`config.mk`:
```
export PLATFORM = sky130hd
export DESIGN_NAME = packet_throughput_meter_core
export DESIGN_NICKNAME = d
export VERILOG_FILES = /design/src/sv/ptm_pkg.sv /design/src/sv/packet_throughput_meter_core.sv
export SDC_FILE = /design/constraint.sdc
export NUM_CORES = 1
export LEC_CHECK = 0
export ABC_AREA = 1
export BUFFER_PORTS_ARGS = -buffer_cell sky130_fd_sc_hd__buf_2
export CAP_MARGIN = 20
export CORE_MARGIN = 2
export CORE_UTILIZATION = 60
export CTS_CLUSTER_SIZE = 8
export DETAILED_ROUTE_END_ITERATION = 7
export PLACE_DENSITY = 0.85
export SETUP_SLACK_MARGIN = 0.5
export SLEW_MARGIN = 25
export SYNTH_ARGS = -nofsm -noshare
export SYNTH_HDL_FRONTEND = slang
export SYNTH_SLANG_ARGS = --single-unit
```
`constraint.sdc`:
```
create_clock -name clk -period 8.9 [get_ports clk]
set_clock_uncertainty 0.1 [all_clocks]
set_input_delay 0.445 -clock clk [delete_from_list [all_inputs] [get_ports clk]]
set_output_delay 0.445 -clock clk [all_outputs]
set_load 0.1 [all_outputs]
```
`src/sv/ptm_pkg.sv`:
```
// Package for the packet throughput meter: transaction payload types and op codes.
// No dependencies; imported by packet_throughput_meter_core.
`default_nettype none

package ptm_pkg;

    typedef enum logic [1:0] {
        OP_PACKET = 2'd0,
        OP_TICK   = 2'd1,
        OP_STOP   = 2'd2,
        OP_NONE   = 2'd3
    } op_t;

    typedef enum logic [0:0] {
        CFG_WINDOW_LENGTH = 1'b0,
        CFG_IDLE_TIMEOUT  = 1'b1
    } cfg_reg_t;

    localparam int CFG_INDEX_W = 2;
    localparam int CFG_DATA_W  = 16;

    localparam logic [15:0] WINDOW_LENGTH_RESET = 16'd1000;
    localparam logic [15:0] IDLE_TIMEOUT_RESET  = 16'd1000;

    typedef struct packed {
        logic [1:0]  op;
        logic [15:0] payload_length;
    } in_t;

    typedef struct packed {
        logic        is_final;
        logic [31:0] byte_count;
        logic [31:0] span_ms;
        logic [31:0] rate_kbps;
    } out_t;

endpackage

`default_nettype wire

```
`src/sv/packet_throughput_meter_core.sv`:
```
// Packet throughput meter: run and window byte counters, idle timeout and a
// bit-serial restoring divider that turns bytes*8 over milliseconds into kbit/s.
// An item with no report is taken in ST_IDLE alone; an item that reports passes through
// ST_IDLE, ST_DIV (one quotient bit per cycle) and ST_DONE, where the output register
// may wait for out_ready. Throughput: one item at a time.
// Reset: asynchronous, active low; clears counters and times, both registers to 1000 ms.
`default_nettype none

module packet_throughput_meter_core
    import ptm_pkg::*;
#(
    parameter int COUNT_WIDTH = 32
) (
    input  wire logic                   clk,
    input  wire logic                   rst_n,
    input  wire logic                   in_valid,
    output logic                        in_ready,
    input  wire in_t                    in_data,
    output logic                        out_valid,
    input  wire logic                   out_ready,
    output out_t                        out_data,
    input  wire logic                   cfg_valid,
    output logic                        cfg_ready,
    input  wire logic [CFG_INDEX_W-1:0] cfg_index,
    input  wire logic [CFG_DATA_W-1:0]  cfg_data
);

    localparam int DW    = COUNT_WIDTH + 3;
    localparam int CNT_W = $clog2(DW + 1);
    localparam int SUM_W = COUNT_WIDTH + 1;

    typedef enum logic [2:0] {
        ST_IDLE = 3'b001,
        ST_DIV  = 3'b010,
        ST_DONE = 3'b100
    } state_t;

    state_t                  state_reg, state_next;
    logic                    measuring_reg, measuring_next;
    logic [31:0]             time_now_reg, time_now_next;
    logic [31:0]             run_start_reg, run_start_next;
    logic [31:0]             last_pkt_reg, last_pkt_next;
    logic [31:0]             win_start_reg, win_start_next;
    logic [COUNT_WIDTH-1:0]  run_bytes_reg, run_bytes_next;
    logic [COUNT_WIDTH-1:0]  win_bytes_reg, win_bytes_next;
    logic [15:0]             idle_count_reg, idle_count_next;
    logic [15:0]             win_len_reg, win_len_next;
    logic [15:0]             idle_to_reg, idle_to_next;
    logic [CNT_W-1:0]        cnt_reg, cnt_next;
    logic                    out_valid_reg, out_valid_next;

    // divider and report payload
    logic [DW-1:0]           dvd_reg, dvd_next;
    logic [31:0]             divisor_reg, divisor_next;
    logic [31:0]             rem_reg, rem_next;
    logic [31:0]             quo_reg, quo_next;
    logic                    ovf_reg, ovf_next;
    logic                    rep_final_reg, rep_final_next;
    logic [31:0]             rep_bytes_reg, rep_bytes_next;
    out_t                    out_data_reg, out_data_next;

    logic                    accept;
    logic                    start;
    logic [COUNT_WIDTH-1:0]  run_base, win_base;
    logic [COUNT_WIDTH-1:0]  run_sum, win_sum;
    logic [31:0]             win_start_eff;
    logic [31:0]             win_ms;
    logic                    win_close;
    logic [15:0]             idle_inc;
    logic                    timeout;
    logic                    launch;
    logic                    launch_final;
    logic [COUNT_WIDTH-1:0]  launch_bytes;
    logic [31:0]             launch_span;
    logic [63:0]             bytes_ext;
    logic [32:0]             rem_shift;
    logic                    rem_ge;

    function automatic logic [COUNT_WIDTH-1:0] sat_add(
        input logic [COUNT_WIDTH-1:0] a,
        input logic [15:0]            b
    );
        logic [SUM_W-1:0] s;
        s = {1'b0, a} + SUM_W'(b);
        if (s[SUM_W-1])
            return '1;
        return s[COUNT_WIDTH-1:0];
    endfunction

    assign in_ready  = (state_reg == ST_IDLE);
    assign accept    = in_valid && in_ready;
    assign cfg_ready = 1'b1;
    assign out_valid = out_valid_reg;
    assign out_data  = out_data_reg;

    // packet path
    assign start         = !measuring_reg;
    assign run_base      = start ? '0 : run_bytes_reg;
    assign win_base      = start ? '0 : win_bytes_reg;
    assign win_start_eff = start ? time_now_reg : win_start_reg;
    assign run_sum       = sat_add(run_base, in_data.payload_length);
    assign win_sum       = sat_add(win_base, in_data.payload_length);
    assign win_ms        = time_now_reg - win_start_eff;
    assign win_close     = (win_ms >= {16'd0, win_len_reg});

    // tick path
    assign idle_inc = (idle_count_reg == 16'hFFFF) ? idle_count_reg : idle_count_reg + 16'd1;
    assign timeout  = (idle_inc >= idle_to_reg);

    // shared divider step
    assign rem_shift = {rem_reg, dvd_reg[DW-1]};
    assign rem_ge    = (rem_shift >= {1'b0, divisor_reg});

    assign bytes_ext = 64'(launch_bytes);

    always_comb
    begin
        state_next      = state_reg;
        measuring_next  = measuring_reg;
        time_now_next   = time_now_reg;
        run_start_next  = run_start_reg;
        last_pkt_next   = last_pkt_reg;
        win_start_next  = win_start_reg;
        run_bytes_next  = run_bytes_reg;
        win_bytes_next  = win_bytes_reg;
        idle_count_next = idle_count_reg;
        win_len_next    = win_len_reg;
        idle_to_next    = idle_to_reg;
        cnt_next        = cnt_reg;
        out_valid_next  = out_valid_reg;
        dvd_next        = dvd_reg;
        divisor_next    = divisor_reg;
        rem_next        = rem_reg;
        quo_next        = quo_reg;
        ovf_next        = ovf_reg;
        rep_final_next  = rep_final_reg;
        rep_bytes_next  = rep_bytes_reg;
        out_data_next   = out_data_reg;
        launch          = 1'b0;
        launch_final    = 1'b0;
        launch_bytes    = run_bytes_reg;
        launch_span     = last_pkt_reg - run_start_reg;

        if (out_valid_reg && out_ready)
            out_valid_next = 1'b0;

        if (cfg_valid)
        begin
            case (cfg_index)
                CFG_INDEX_W'(CFG_WINDOW_LENGTH): win_len_next = cfg_data;
                CFG_INDEX_W'(CFG_IDLE_TIMEOUT):  idle_to_next = cfg_data;
                default: ;
            endcase
        end

        case (state_reg)
            ST_IDLE:
            begin
                if (accept)
                begin
                    case (op_t'(in_data.op))
                        OP_PACKET:
                        begin
                            measuring_next  = 1'b1;
                            if (start)
                                run_start_next = time_now_reg;
                            last_pkt_next   = time_now_reg;
                            idle_count_next = 16'd0;
                            run_bytes_next  = run_sum;
                            if (win_close)
                            begin
                                launch         = 1'b1;
                                launch_bytes   = win_sum;
                                launch_span    = win_ms;
                                win_start_next = time_now_reg;
                                win_bytes_next = '0;
                            end
                            else
                            begin
                                win_start_next = win_start_eff;
                                win_bytes_next = win_sum;
                            end
                        end
                        OP_TICK:
                        begin
                            time_now_next = time_now_reg + 32'd1;
                            if (measuring_reg)
                            begin
                                idle_count_next = idle_inc;
                                if (timeout)
                                begin
                                    launch         = 1'b1;
                                    launch_final   = 1'b1;
                                    measuring_next = 1'b0;
                                end
                            end
                        end
                        OP_STOP:
                        begin
                            if (measuring_reg)
                            begin
                                launch         = 1'b1;
                                launch_final   = 1'b1;
                                measuring_next = 1'b0;
                            end
                        end
                        default: ;
                    endcase
                end
                if (launch)
                begin
                    // zero span reports as one millisecond
                    divisor_next   = (launch_span == 32'd0) ? 32'd1 : launch_span;
                    dvd_next       = {launch_bytes, 3'b000};
                    rem_next       = '0;
                    quo_next       = '0;
                    ovf_next       = 1'b0;
                    cnt_next       = CNT_W'(DW);
                    rep_final_next = launch_final;
                    rep_bytes_next = (|bytes_ext[63:32]) ? 32'hFFFF_FFFF : bytes_ext[31:0];
                    state_next     = ST_DIV;
                end
            end
            ST_DIV:
            begin
                rem_next = rem_ge ? 32'(rem_shift - {1'b0, divisor_reg}) : rem_shift[31:0];
                quo_next = {quo_reg[30:0], rem_ge};
                // sticky saturation once a quotient bit passes bit 31
                ovf_next = ovf_reg | quo_reg[31];
                dvd_next = {dvd_reg[DW-2:0], 1'b0};
                cnt_next = cnt_reg - CNT_W'(1);
                if (cnt_reg == CNT_W'(1))
                    state_next = ST_DONE;
            end
            ST_DONE:
            begin
                if (!out_valid_reg || out_ready)
                begin
                    out_data_next.is_final   = rep_final_reg;
                    out_data_next.byte_count = rep_bytes_reg;
                    out_data_next.span_ms    = divisor_reg;
                    out_data_next.rate_kbps  = ovf_reg ? 32'hFFFF_FFFF : quo_reg;
                    out_valid_next           = 1'b1;
                    state_next               = ST_IDLE;
                end
            end
            default:
            begin
                state_next = ST_IDLE;
            end
        endcase
    end

    always_ff @(posedge clk or negedge rst_n)
    begin
        if (!rst_n)
        begin
            state_reg      <= ST_IDLE;
            measuring_reg  <= 1'b0;
            time_now_reg   <= '0;
            run_start_reg  <= '0;
            last_pkt_reg   <= '0;
            win_start_reg  <= '0;
            run_bytes_reg  <= '0;
            win_bytes_reg  <= '0;
            idle_count_reg <= '0;
            win_len_reg    <= WINDOW_LENGTH_RESET;
            idle_to_reg    <= IDLE_TIMEOUT_RESET;
            cnt_reg        <= '0;
            out_valid_reg  <= 1'b0;
        end
        else
        begin
            state_reg      <= state_next;
            measuring_reg  <= measuring_next;
            time_now_reg   <= time_now_next;
            run_start_reg  <= run_start_next;
            last_pkt_reg   <= last_pkt_next;
            win_start_reg  <= win_start_next;
            run_bytes_reg  <= run_bytes_next;
            win_bytes_reg  <= win_bytes_next;
            idle_count_reg <= idle_count_next;
            win_len_reg    <= win_len_next;
            idle_to_reg    <= idle_to_next;
            cnt_reg        <= cnt_next;
            out_valid_reg  <= out_valid_next;
        end
    end

    always_ff @(posedge clk)
    begin
        dvd_reg       <= dvd_next;
        divisor_reg   <= divisor_next;
        rem_reg       <= rem_next;
        quo_reg       <= quo_next;
        ovf_reg       <= ovf_next;
        rep_final_reg <= rep_final_next;
        rep_bytes_reg <= rep_bytes_next;
        out_data_reg  <= out_data_next;
    end

endmodule

`default_nettype wire

```
==> results of run 1 <==
## placed cells by master (no fill, tap or decap), drive strengths merged, types with 31 or more instances in the layout
cell    Yosys  final
nand2    1002   1002
inv       556    557
o21ai     282    282
edfxtp    259    259
nor2      243    243
dfrtp     238    238
a21oi     187    187
ha        166    166
buf        42    154
clkbuf     61    119
xor2       98     98
nand3      95     95
xnor2      54     54
nor3       50     50
nand3b     31     31
## worst register-to-register path: stages (launching register included)
cell and delay, ns:
dfrtp_2 0.49, inv_1 0.08, buf_4 0.40, o21ai_0 0.35, fa_1 0.52, nand3_1 0.13, nand3_2 0.13, nand2_1 0.09
nand2_1 0.08, nand2_1 0.07, nand2_1 0.09, xor2_1 0.25, ha_1 0.29, nand2_1 0.06, nor2_1 0.04, a211oi_1 0.16
nand2_1 0.08, nor2_1 0.12, nand2_1 0.07, nor2_2 0.15, nand2_4 0.27, nand2_8 0.57, inv_2 0.47, o21ai_0 0.37
o21ai_0 0.12
## metal layers
layer  up-vias  track usage [%]  routed length, µm
met3       187             4.78               7020
met1     12000             42.6              32600
li1      12000                -                  -
met4         0             11.1               2390
met2      1176             47.0              35500
met5         -                0                  0
## per-stage QoR
step	utilization [%]	hold WS (ns)	worst slack [ns]	cells	cell area, µm²
3_3_place_gp	63.4	0.301	3.25	4310	31100
3_5_place_dp	63.5	0.305	3.14	4311	31100
2_1_floorplan	-	0.0494	2.08	3598	29900
5_1_grt	68.1	0.0390	2.54	4449	33400
6_report	68.1	0.0208	3.06	4449	33400
4_1_cts	68.1	0.00472	3.13	4445	33400
## cell usage after synthesis (all sizes together) (4+ instances only)
library cell,instances
a21o,8
o21bai,13
nand4,30
xor2,98
nor3,50
a221oi,4
clkbuf,61
o211ai,10
xnor2,54
a21oi,187
dfrtp,238
nand3,95
nand3b,31
o221ai,27
a2bb2oi,16
nor2,243
a22o,5
inv,556
a22oi,12
o21ai,282
edfxtp,259
a21boi,5
buf,42
and3,5
a31oi,9
a211oi,6
nand2,1002
o21a,7
dfstp,13
mux2i,5
o31ai,4
nor4,15
o22ai,15
ha,166
fa,5
## final timing paths
check                                 startpoint  slack (ns)               end
worst max-delay path               measuring_reg        3.06       dvd_reg[21]
worst min-delay path                 cfg_data[6]        0.02    idle_to_reg[6]
worst max register to register     measuring_reg        3.06       dvd_reg[21]
worst min register to register  rep_bytes_reg[1]        0.31      out_data[65]
max in group asynchronous                  rst_n        7.00     measuring_reg
min in group asynchronous                  rst_n        0.31  win_start_reg[8]
## cells by family after synthesis
group,after synthesis
DFF,510
AOI/OAI and AO/OA,619
other,1
and+or+nand+nor,1477
buffers and inverters,662
adders and majority gates,171
muxes,6
xor gates and xnor gates,152
## layout make-up
| class | instances | area (µm²) |
|---|---|---|
| fillers | 3794 | 15600 |
| flip-flops and latches | 510 | 14100 |
| multi-input cells | 2426 | 13300 |
| inverters | 559 | 2100 |
| clock buffers | 119 | 2020 |
| repair buffers | 162 | 955 |
| well taps | 664 | 831 |
| clock inverters | 7 | 130 |
| diodes | 2 | 5.00 |
## timing repair
action                                  in CTS  in global routing
hold endpoints to repair                    84                  0
hold buffers                                 8                  0
resized for setup                            0                  0
endpoints found under the setup margin       0                  0
## power groups by stage
stage	Combinational [mW]	Sequential, mW	Clock [mW]
after floorplan	4.00	3.34	0
after global placement	5.19	3.38	0
after detailed placement	5.33	3.40	0
after CTS	5.40	3.37	2.63
after global routing	6.16	3.42	2.72
final	5.52	3.38	2.61
==> flow_metrics.tcl, run 1 <==
set metrics [dict create \
    status "finished, final reports clean" \
    io_pins 141 \
    ff2ff_path_depth 24 \
    max_freq_ghz 0.171 \
    gp_congestion 1.01 \
    required_ns 9.13 \
    syn_area_per_cell_um2 8.32 \
    fp-row-count 81 \
    root_buffer "clkbuf_16" \
    nets 3945 \
    arrival_ns 6.07 \
    grt-ovfl-total 0 \
    vias 25300 \
    crit_type "reg2reg" \
    grt.total_usage_pct 30.1 \
    critPathTopFamily "simple AND/OR/NAND/NOR gates" \
    die_h_um 227 \
    worst-path-buf-inv 3 \
    vias_per_cell 5.70 \
    synth_top_area_cell "edfxtp_1" \
    synth.yosys.seq_area_share_pct 47.0 \
    cp-end-kind "flip-flop" \
    cts_sinks 510 \
    dp_hpwl_um 54700 \
    p_seq_share_pct 29.3 \
    cpMostUsedCell "nand2_1" \
    drive_above_1_share_pct 8.04 \
    yosys_warnings 0 \
    grt_max_degree 165 \
    hold_path_depth 3 \
    powerDensity_mw_per_mm2 344 \
    synth_compound_gate_area_share_pct 11.8 \
    crit_cells 24 \
    dieArea_mm2 0.0517 \
    worstPathCellList "inv_1 > buf_4 > o21ai_0 > fa_1 > nand3_1 > nand3_2 > nand2_1 > nand2_1 > nand2_1 > nand2_1 > xor2_1 > ha_1 > nand2_1 > nor2_1 > a211oi_1 > nand2_1 > nor2_1 > nand2_1 > nor2_2 > nand2_4 > nand2_8 > inv_2 > o21ai_0 > o21ai_0" \
    synth-adder-area-share_pct 7.28 \
    setup_tns_ns 0 \
    cts_buffers 74 \
    hp-class "in2reg" \
    synthDistinctLibCells 70 \
    grt_pass1_wl_um 123000 \
    slowest_delay_ns 0.56 \
    largest_reg_flops 97 \
    clkTransAtPathRegs_ns 0.05 \
    cp_max_fo 96 \
    clk_latency_ns 0.62 \
    ir_worst_vdd_v 0.000196 \
    synth_top_family_by_area "simple AND/OR/NAND/NOR gates" \
    tightest_slew_ns 1.05 \
    synth_xor_area_share_pct 4.45 \
    slowest_stage "nand2_8" \
    intPower_mw 6.48 \
    synth_cells 3598 \
    cts_max_path_buffers 3 \
    cts_tree "built" \
    grt_pass1_vias 23600 \
    p_total_mw 11.5 \
    drc 0 \
    synth_area_leaders "edfxtp_1, dfrtp_1, nand2_1, ha_1, inv_1" \
    routed_wirelength_um 77500 \
    clock_power_share_pct 22.6 \
    cts_setup_buffers 0 \
    cts-htree-levels 3 \
    p_sw_mw 5.03 \
    maxSlewHeadroom_pct 29.7 \
    hold_viol 0 \
    dr.pass1.iters 6 \
    final-max-slew-violation-count 0 \
    synth_fp_nets 3810 \
    swShare_pct 43.7 \
    final-setup-viol-count 0 \
    power_frac_comb_pct 48.0 \
    synth_edf_count 259 \
    maxCapViolCount 0 \
    async_flop_share_pct 49.2 \
    cp-start-kind "flip-flop" \
    layout_min_cycle_time_ns 5.84 \
    ys_seq_elements 510 \
    ys.flop_type "edfxtp_1" \
    area_growth_pct 11.7 \
    drt_iter0_markers 2905 \
    antenna_found_initial 2 \
    rsz0062_at_grt "false" \
    portBuffers 139 \
    power.leakage_nw 16.0 \
    synth_area_mm2 0.0299 \
    muxShareOfSynthArea_pct 0.205 \
    die_x_um 227 \
    drtAntennaViolNets 0 \
    post-route-period-util_pct 65.6 \
    yosys.area_share.simple_pct 20.6 \
    wl_per_cell_um 17.4 \
    initial_core_util_pct 61.0 \
    synth_top_cell_area_share_pct 26.0 \
    core_region_area_mm2 0.0491 \
]
Note: power is estimated with default switching activity, not from simulation.
==> run 2: changes to the inputs <==
--- a/config.mk
+++ b/config.mk
@@ -9,7 +9,7 @@
 export BUFFER_PORTS_ARGS = -buffer_cell sky130_fd_sc_hd__buf_2
 export CAP_MARGIN = 20
 export CORE_MARGIN = 2
-export CORE_UTILIZATION = 60
+export CORE_UTILIZATION = 57
 export CTS_CLUSTER_SIZE = 8
 export DETAILED_ROUTE_END_ITERATION = 7
 export PLACE_DENSITY = 0.85
==> constraint.sdc (replaced) <==
create_clock -name clk -period 5.1 [get_ports clk]
set_clock_uncertainty 0.1 [all_clocks]
set_input_delay 0.255 -clock clk [delete_from_list [all_inputs] [get_ports clk]]
set_output_delay 0.255 -clock clk [all_outputs]
set_load 0.1 [all_outputs]
==> run 2 against run 1 <==
  * Non-clock buffer count rose by 76
  * Worst setup slack worse by 2.5 ns
  * Count of clock-buffer cells in the layout down 5
  * Core utilization shrank 0.87 points
  * Register-to-register slack worse by 2.5 ns
  * Cell count is 2.1% higher
  * Via count rose by 3.8%
  * Critical path depth grew 2
  * Sequential share of layout area decreased by 1.6 points
  * Sequential power is 75% higher
  * Flip-flop and latch count unchanged
  * Critical path type unchanged
  * Largest cell class unchanged
  * Largest power group unchanged
  * Highest routed layer unchanged
==> flow_metrics.tcl, run 2 (synthesis gave the netlist of run 1 again) <==
set metrics [dict create \
    dp_hpwl_um 59100 \
    required_ns 5.36 \
    layout_common_cells "nand2_1, inv_1, edfxtp_1, dfrtp_1, o21ai_0" \
    initial_core_util_pct 58.0 \
    setup_slack_ns 0.517 \
    r2r-start "measuring_reg" \
    cts_buffers 74 \
    core_region_area_mm2 0.0516 \
    setup_tns_ns 0 \
    die_x_um 233 \
    wl_per_cell_um 19.1 \
    grt_pass1_vias 24800 \
    grt-ovfl-total 0 \
    nets 4026 \
    gp_congestion 0.958 \
    drive_above_1_share_pct 11.5 \
    drc 0 \
    slowest_delay_ns 0.48 \
    clkTransAtPathRegs_ns 0.05 \
    maxCapViolCount 0 \
    rsz0062_at_grt "true" \
    hp-class "in2reg" \
    drt_iter0_markers 3075 \
    fillerInstances 3858 \
    tightest_slew_ns 1.06 \
    cp-start-kind "flip-flop" \
    grt_max_degree 119 \
    dieArea_mm2 0.0543 \
    maxSlewHeadroom_pct 29.6 \
    vias 26300 \
    fin_util_pct 67.3 \
    fp-row-count 83 \
    hp-start "in_data[3]" \
    cp_max_fo 19 \
    final-setup-viol-count 0 \
    final-max-slew-violation-count 0 \
    grt.total_usage_pct 31.2 \
    slowest_stage "xor2_1" \
    arrival_ns 4.85 \
    portBuffers 139 \
    cts_tree "built" \
    cts-htree-levels 3 \
    dp_slack_ns 0.133 \
    grt_pass1_wl_um 132000 \
    hold_viol 0 \
    max_freq_ghz 0.218 \
    cts_max_path_buffers 3 \
    ir_worst_vdd_v 0.000389 \
    cpMostUsedCell "nand2_1" \
    largest_reg_flops 97 \
    post-route-period-util_pct 89.9 \
    crit_type "reg2reg" \
    root_buffer "clkbuf_16" \
    layout_commonest_cell "nand2_1" \
    die_h_um 233 \
    crit_start "measuring_reg" \
    routed_wirelength_um 86800 \
    powerDensity_mw_per_mm2 624 \
    io_pins 141 \
    vias_per_cell 5.79 \
    cp-end-kind "flip-flop" \
    power.leakage_nw 16.5 \
    layout_min_cycle_time_ns 4.58 \
    status "finished, final reports clean" \
    worst-path-buf-inv 5 \
    antenna_found_initial 2 \
    cts_sinks 510 \
    dr.pass1.iters 6 \
    drtAntennaViolNets 0 \
    clk_latency_ns 0.63 \
    critPathTopFamily "simple AND/OR/NAND/NOR gates" \
    area_growth_pct 16.0 \
]
[run 2: changes by cell type in the layout (fill, tap and decap cells not counted), moves of 7 or more]
cell,change
buf_4,+49
dlygate4sd3_1,+11
ha_1,-10
nand2_1,-19
nand2_2,+16
nor2_1,-7
o21ai_0,-19
o21ai_1,+10
o21ai_2,+9
xor2_1,-10
[run 2: worst register-to-register path: cells and delay by family, from the launching register on]
kind | cells | cell delay (ns)
AO/OA/AOI/OAI | 3 | 0.30
AND/OR/NAND/NOR | 14 | 1.55
buffers and inverters | 5 | 0.55
XOR/XNOR | 1 | 0.49
adder cells (fa/ha/maj) | 3 | 0.93
flip-flops | 1 | 0.43
[run 2: cell type report]
cell class	count	area [µm²]	area share [%]
diodes	2	5.00	0.0144
clock buffers	114	2010	5.79
clock inverters	7	139	0.400
inverters	559	2110	6.09
multi-input cells	2431	13800	39.8
flip-flops and latches	510	14100	40.5
well taps	680	851	2.45
repair buffers	238	1720	4.96
[run 2: final timing paths]
check	slack [ns]	cells past startpoint	endpoint
min in group asynchronous	0.14	2	run_start_reg[9]
max in group asynchronous	3.62	3	idle_to_reg[2]
hold / removal	0.06	4	run_bytes_reg[3]
hold reg to reg	0.31	0	out_data[88]
setup reg to reg	0.52	26	dvd_reg[26]
setup / recovery	0.52	26	dvd_reg[26]
[run 2: metal layers]
layer / GRT usage, % / share of wire [%] / vias to the layer above
met5: 0 / 0 / -
met3: 5.30 / 9.1 / 268
met4: 11.1 / 3.8 / 0
li1: - / - / 12200
met1: 43.4 / 41 / 12400
met2: 49.4 / 46 / 1426
[run 2: what timing repair did]
item	4_1_cts	5_1_grt
gates resized for setup	15	98
hold endpoints to repair	111	0
buffers inserted	6	28
pin swaps	5	20
hold buffers	19	0
gates cloned	4	8
endpoints found under the setup margin	235	316
[run 2: where the power goes]
| group | switching, mW | internal (mW) |
|---|---|---|
| logic | 7.33 | 3.83 |
| registers | 0.537 | 5.39 |
| clock network | 1.87 | 2.71 |
| total | 9.74 | 11.9 |
[run 2: stage by stage]
step | cell area [µm²] | cells | power, mW | hold slack (ns)
after global routing | 34700 | 4541 | 23.0 | 0.0761
after detailed placement | 31400 | 4353 | 15.7 | 0.192
after global placement | 31400 | 4353 | 15.3 | 0.188
after floorplan | 30000 | 3598 | 12.8 | -0.141
after CTS | 34000 | 4503 | 20.5 | 0.0291
final | 34700 | 4541 | 21.7 | 0.0602
